--- src/rtl/core/text_console_glyph_renderer_assert.svh ---
// ----------------------------------------------------------------------------
// Text console glyph renderer assertion macros
// Concurrent assertion wrappers clocked on clk and disabled during rst_n low.
// ----------------------------------------------------------------------------
`ifndef TEXT_CONSOLE_GLYPH_RENDERER_ASSERT_SVH
`define TEXT_CONSOLE_GLYPH_RENDERER_ASSERT_SVH

// Same-cycle implication
`define TCGR_ASSERT_IMP(label, ante, cons, msg) \
    label: assert property (@(posedge clk) disable iff (!rst_n) (ante) |-> (cons)) \
        else $error(msg);

// Next-cycle implication
`define TCGR_ASSERT_NEXT(label, ante, cons, msg) \
    label: assert property (@(posedge clk) disable iff (!rst_n) (ante) |=> (cons)) \
        else $error(msg);

`endif

--- src/rtl/core/tcgr_pkg.sv ---
// ----------------------------------------------------------------------------
// tcgr_pkg
// Shared types, constants and the 8x8 glyph table of the glyph renderer.
// ----------------------------------------------------------------------------
`default_nettype none

package tcgr_pkg;

    // Field and state widths
    localparam int CUR_W      = 12;
    localparam int DIM_W      = 13;
    localparam int PITCH_W    = 15;
    localparam int ADDR_W     = 24;
    localparam int BITS_W     = 8;
    localparam int CHAR_W     = 8;
    localparam int CFG_IDX_W  = 4;
    localparam int CFG_DATA_W = 15;

    // Glyph geometry
    localparam int GLYPH_SIZE    = 8;
    localparam int SCALE_DEFAULT = 2;
    localparam int ROW_IDX_W     = $clog2(GLYPH_SIZE);

    // Tab expands to this many spaces
    localparam int TAB_SPACES = 4;
    localparam int REPS_W     = $clog2(TAB_SPACES + 1);

    // Register reset values
    localparam logic [DIM_W-1:0]   WIDTH_RESET  = 13'd1024;
    localparam logic [DIM_W-1:0]   HEIGHT_RESET = 13'd768;
    localparam logic [PITCH_W-1:0] PITCH_RESET  = 15'd4096;

    // Control characters
    localparam logic [CHAR_W-1:0] CH_BACKSPACE = 8'd8;
    localparam logic [CHAR_W-1:0] CH_TAB       = 8'd9;
    localparam logic [CHAR_W-1:0] CH_NEWLINE   = 8'd10;
    localparam logic [CHAR_W-1:0] CH_RETURN    = 8'd13;
    localparam logic [CHAR_W-1:0] CH_SPACE     = 8'd32;

    // Result kinds
    localparam logic KIND_ROW   = 1'b0;
    localparam logic KIND_CLEAR = 1'b1;

    // Configuration register indexes
    typedef enum logic [CFG_IDX_W-1:0] {
        REG_ENABLE        = 4'd0,
        REG_SCREEN_WIDTH  = 4'd1,
        REG_SCREEN_HEIGHT = 4'd2,
        REG_LINE_PITCH    = 4'd3
    } cfg_reg_t;

    // Sequencer states
    typedef enum logic [2:0] {
        S_IDLE,
        S_DRAW,
        S_ROWS,
        S_ADV,
        S_LINE,
        S_CLR,
        S_FIN
    } state_t;

    // Kind of operation a character starts
    typedef enum logic [1:0] {
        OP_GLYPH,
        OP_BS,
        OP_NL
    } op_t;

    // Address unit control
    typedef struct packed {
        logic load;   // start a cell at the cursor row
        logic step;   // move to the next glyph row
    } addr_ctrl_t;

    // Eight glyph rows, index 0 is the top row
    typedef logic [0:GLYPH_SIZE-1][BITS_W-1:0] glyph_t;

    // Glyph table; codes without a pattern are blank
    function automatic glyph_t glyph_rows(input logic [CHAR_W-1:0] code);
        glyph_t g;
        case (code)
            8'h41:   g = 64'h18_24_42_7E_81_81_00_00;
            8'h42:   g = 64'h7C_42_42_7C_42_42_7C_00;
            8'h43:   g = 64'h3C_42_80_80_80_42_3C_00;
            8'h44:   g = 64'h7C_42_41_41_41_42_7C_00;
            8'h45:   g = 64'h7E_40_40_78_40_40_7E_00;
            8'h46:   g = 64'h7E_40_40_78_40_40_40_00;
            8'h47:   g = 64'h3C_42_80_8E_82_42_3C_00;
            8'h48:   g = 64'h42_42_42_7E_42_42_42_00;
            8'h49:   g = 64'h7C_10_10_10_10_10_7C_00;
            8'h4A:   g = 64'h0E_04_04_04_04_44_38_00;
            8'h4B:   g = 64'h42_44_48_70_48_44_42_00;
            8'h4C:   g = 64'h40_40_40_40_40_40_7E_00;
            8'h4D:   g = 64'h81_C3_A5_99_81_81_81_00;
            8'h4E:   g = 64'h42_62_52_4A_46_42_41_00;
            8'h4F:   g = 64'h3C_42_81_81_81_42_3C_00;
            8'h50:   g = 64'h7C_42_42_7C_40_40_40_00;
            8'h51:   g = 64'h3C_42_81_81_85_42_3A_00;
            8'h52:   g = 64'h7C_42_42_7C_48_44_42_00;
            8'h53:   g = 64'h3C_42_40_3C_02_42_3C_00;
            8'h54:   g = 64'h7E_10_10_10_10_10_10_00;
            8'h55:   g = 64'h81_81_81_81_81_42_3C_00;
            8'h56:   g = 64'h81_81_42_42_24_24_18_00;
            8'h57:   g = 64'h81_81_81_99_A5_C3_81_00;
            8'h58:   g = 64'h81_42_24_18_24_42_81_00;
            8'h59:   g = 64'h81_42_24_18_10_10_10_00;
            8'h5A:   g = 64'h7E_02_04_08_10_20_7E_00;
            8'h30:   g = 64'h3C_42_81_89_81_42_3C_00;
            8'h31:   g = 64'h08_18_08_08_08_08_3E_00;
            8'h32:   g = 64'h3C_42_02_3C_40_40_7E_00;
            8'h33:   g = 64'h3C_42_02_1C_02_42_3C_00;
            8'h34:   g = 64'h08_18_28_48_7E_08_08_00;
            8'h35:   g = 64'h7E_40_40_7C_02_42_3C_00;
            8'h36:   g = 64'h3C_42_40_7C_42_42_3C_00;
            8'h37:   g = 64'h7E_02_04_08_10_20_40_00;
            8'h38:   g = 64'h3C_42_42_3C_42_42_3C_00;
            8'h39:   g = 64'h3C_42_42_3E_02_42_3C_00;
            default: g = '0;
        endcase
        return g;
    endfunction

endpackage

`default_nettype wire

--- src/rtl/core/tcgr_addr_gen.sv ---
// ----------------------------------------------------------------------------
// tcgr_addr_gen
// Byte address accumulator: row*pitch on load, then one scaled pitch per row.
// ----------------------------------------------------------------------------
`default_nettype none

module tcgr_addr_gen
    import tcgr_pkg::*;
#(
    parameter int SCALE = SCALE_DEFAULT
)
(
    input  wire logic                clk,
    input  wire addr_ctrl_t          ctrl,
    input  wire logic [CUR_W-1:0]    row,
    input  wire logic [CUR_W-1:0]    col,
    input  wire logic [PITCH_W-1:0]  pitch,
    output logic      [ADDR_W-1:0]   address
);

    logic [ADDR_W-1:0]          acc_reg;
    logic [ADDR_W-1:0]          acc_next;
    logic [CUR_W+PITCH_W-1:0]   product;
    logic [ADDR_W-1:0]          stride;

    // Start of cell and per-row stride
    assign product = row * pitch;
    assign stride  = ADDR_W'(pitch * SCALE);

    always_comb
    begin
        acc_next = acc_reg;
        if (ctrl.load)
        begin
            acc_next = product[ADDR_W-1:0];
        end
        else if (ctrl.step)
        begin
            acc_next = acc_reg + stride;
        end
    end

    always_ff @(posedge clk)
    begin
        acc_reg <= acc_next;
    end

    // Four bytes per pixel column
    assign address = acc_reg + ADDR_W'({col, 2'b00});

endmodule

`default_nettype wire

--- config.mk ---
export PLATFORM = sky130hd
export DESIGN_NAME = tcgr_addr_gen
export DESIGN_NICKNAME = d
export VERILOG_FILES = /design/src/rtl/core/text_console_glyph_renderer_assert.svh /design/src/rtl/core/tcgr_pkg.sv /design/src/rtl/core/tcgr_addr_gen.sv
export SDC_FILE = /design/constraint.sdc
export NUM_CORES = 1
export LEC_CHECK = 0
export BUFFER_PORTS_ARGS = -buffer_cell sky130_fd_sc_hd__clkbuf_2
export CAP_MARGIN = 5
export CORE_MARGIN = 2
export CORE_UTILIZATION = 55
export DETAILED_ROUTE_END_ITERATION = 12
export PLACE_DENSITY = 0.74
export SYNTH_ARGS = -nofsm -noshare
export SYNTH_HDL_FRONTEND = slang
export SYNTH_SLANG_ARGS = --single-unit
--- constraint.sdc ---
create_clock -name clk -period 7.6 [get_ports clk]
set_input_delay 0.76 -clock clk [delete_from_list [all_inputs] [get_ports clk]]
set_output_delay 0.76 -clock clk [all_outputs]
set_load 0.01 [all_outputs]
==> metrics.cfg <==
[drt]
drc_errors=0
via_per_inst=5.62
vias=6608
wl_mm=18.8
first_pass_iters=5
drt_iter0_markers=345
post_drt_wl_per_cell_um=16.0
drt.antenna.violating_nets=0

[grt]
grt_max_degree=48
grt_pass1_vias=6911
grtUsageTotal=0.253
grt_overflow=0
grt_first_pass_wirelength_mm=32.8
antenna_found_initial=0

[timing]
min_period_ns=5.81
rsz0062_at_grt=false
setup_violations=0
clock_skew_ns=0.00580
max_freq_ghz=0.172
drv_slew=0
finalCritPeriodShare=0.764
hold_slack_ns=0.709
worst_pin_slew_ns=0.580
relSlewSlack=0.614
worst_slack_ns=1.79
setup_tns_ns=0
final-hold-violation-count=0

[floorplanning]
die_w_um=125
pin_count=66
die_area_sq_mm=0.0156
initial_core_util=0.559
fp.coreArea_sq_mm=0.0144
rows=44
die_height_um=125

[clocking]
post_cts_buffers=0
cts.sink_count=24
h-tree-depth=1
cts_resized=0
hold_buffers=0
path_clk_slew_ns=0.07
numCtsBuffers=3
clockBufferDepth=2
root_buffer=clkbuf_16
cts_tree=yes
clock_latency_ns=0.26

[logic_synthesis]
syn_area_sq_mm=0.00806
synthTopCellsByArea=fa_1 32%, ha_1 12%, edfxtp_1 8.9%, inv_1 8.5%, nand2_1 7.7%
synth_async_sr_flop_share=0
syn-num-nets=1209
synth.top_cell.area_share=0.323
synthTopCellsByCount=183 x inv_1, 166 x nand2_1, 130 x fa_1, 78 x ha_1, 54 x and2_1
yosys_register_bits=24
ys_warn_count=0
synth_area_leader_cell=fa_1
yosysMostFrequentCell=inv_1
yosysSeqAreaShare=0.0895
synth-main-ff-cell=edfxtp_1
synthCells=959
synth_edf_count=24
synth_cell_types=61
syn_avg_cell_area_sq_um=8.40

[worst_setup_path]
cp.arrival_ns=5.81
end_kind=flop
slowest_delay_ns=0.54
crit_slowest_cell=fa_1
worstSetupStartpointType=input port
r2r_cells=10
cpMostUsedCell=fa_1
setup.worst_path.class=input port to flop
critPathRequiredTime_ns=7.60
crit_fanout=13
path_cells=clkbuf_2 -> nand2_1 -> fa_1 -> fa_1 -> fa_1 -> inv_1 -> fa_1 -> inv_1 -> fa_1 -> inv_1 -> ha_1 -> a2111oi_4 -> a21oi_2 -> a311o_2 -> a311oi_2 -> xor2_1 -> mux2i_1

[power]
ir_drop_v=0.000254
p_per_area_mw_per_mm2=428
p_leak_uw=0.00437
power_uw=3650

[layout]
area_growth_pct=5.93
drive_gt1_frac=0.0827
final_nets=1243
largest_reg_flops=24
diodes=0

[flow_run]
cap_violations=0

[placed_design]
dp_hpwl_mm=15.2
post-place-ws_ns=1.51
gp_congestion=0.887
port_buffers=65

[worst_hold_path]
hold_class=flop to flop
whs_path_depth=2

[run_status]
status=complete, no violations

critical path: cells and delay by family:
family / cells / cell delay [ns]
AO/OA/AOI/OAI: 4 / 1.29
XOR/XNOR: 1 / 0.17
buffers and inverters: 4 / 0.45
multiplexers: 1 / 0.09
adder cells (fa/ha/maj): 6 / 2.90
AND/OR/NAND/NOR: 1 / 0.13
layout by cell type (no fill, tap or decap), types with 3 or more instances in the layout:
cell         n
and3_1       5
clkbuf_2    65
a31oi_1      3
nor2b_1      4
o21ai_0     23
edfxtp_1    24
o21a_1       7
nand3_1     12
ha_1        78
inv_1      183
fa_1       130
nand2_1    166
o21ai_1     13
o31ai_1      4
nor2_1      28
or3_1        4
nand2b_1     7
a21oi_1     34
and2_1      54
a21o_1      15
o21bai_1     8
clkbuf_16    3
xnor2_1     34
a211oi_1     8
mux2i_1      7
nor3_1       8
xor2_1      20
nor3b_1      3
nor4_1       4
worst paths after layout:
kind / from / end / slack [ns]
worst max-delay path: pitch[6] / acc_reg[19] / 1.79
worst min-delay path: acc_reg[23] / acc_reg[23] / 0.71
worst max register to register: acc_reg[1] / acc_reg[23] / 4.98
worst min register to register: acc_reg[23] / acc_reg[23] / 0.71
cell families (layout without fill, tap and decap cells):
family	Yosys count	in the layout	synth area share
flops	24	24	0.0895
fa+ha+maj	208	208	0.444
buf+inv	220	253	0.106
compound gates	143	143	0.120
simple gates	302	302	0.172
mux	8	8	0.0101
xor+xnor	54	54	0.0587
routing by layer:
metal | track usage | share of wire | vias up
met5 | 0 | 0 | -
met4 | 0.0418 | 0.011 | 0
met3 | 0.0150 | 0.054 | 18
met2 | 0.455 | 0.49 | 224
met1 | 0.345 | 0.44 | 3278
li1 | - | - | 3088
where the power goes:
part | total, uW | switching [uW] | internal, uW
combinational | 3190 | 1830 | 1360
sequential | 348 | 70.8 | 277
clock | 117 | 46.6 | 70.4
layout make-up:
class | count | area [sq um]
Tap cell | 184 | 230
Clock inverter | 1 | 3.75
Multi-Input combinational cell | 715 | 6480
Timing Repair Buffer | 66 | 333
Clock buffer | 3 | 75.1
Fill cell | 1323 | 5890
Sequential cell | 24 | 721
Inverter | 183 | 687
through the flow:
step	cell area, sq um	util	instances
CTS	8530	0.592	1176
global placement	8460	0.586	1172
global route	8530	0.592	1176
floorplan	8060	-	959
detailed placement	8460	0.586	1172
finish	8530	0.592	1176
Power figures use the tool's default switching activity.
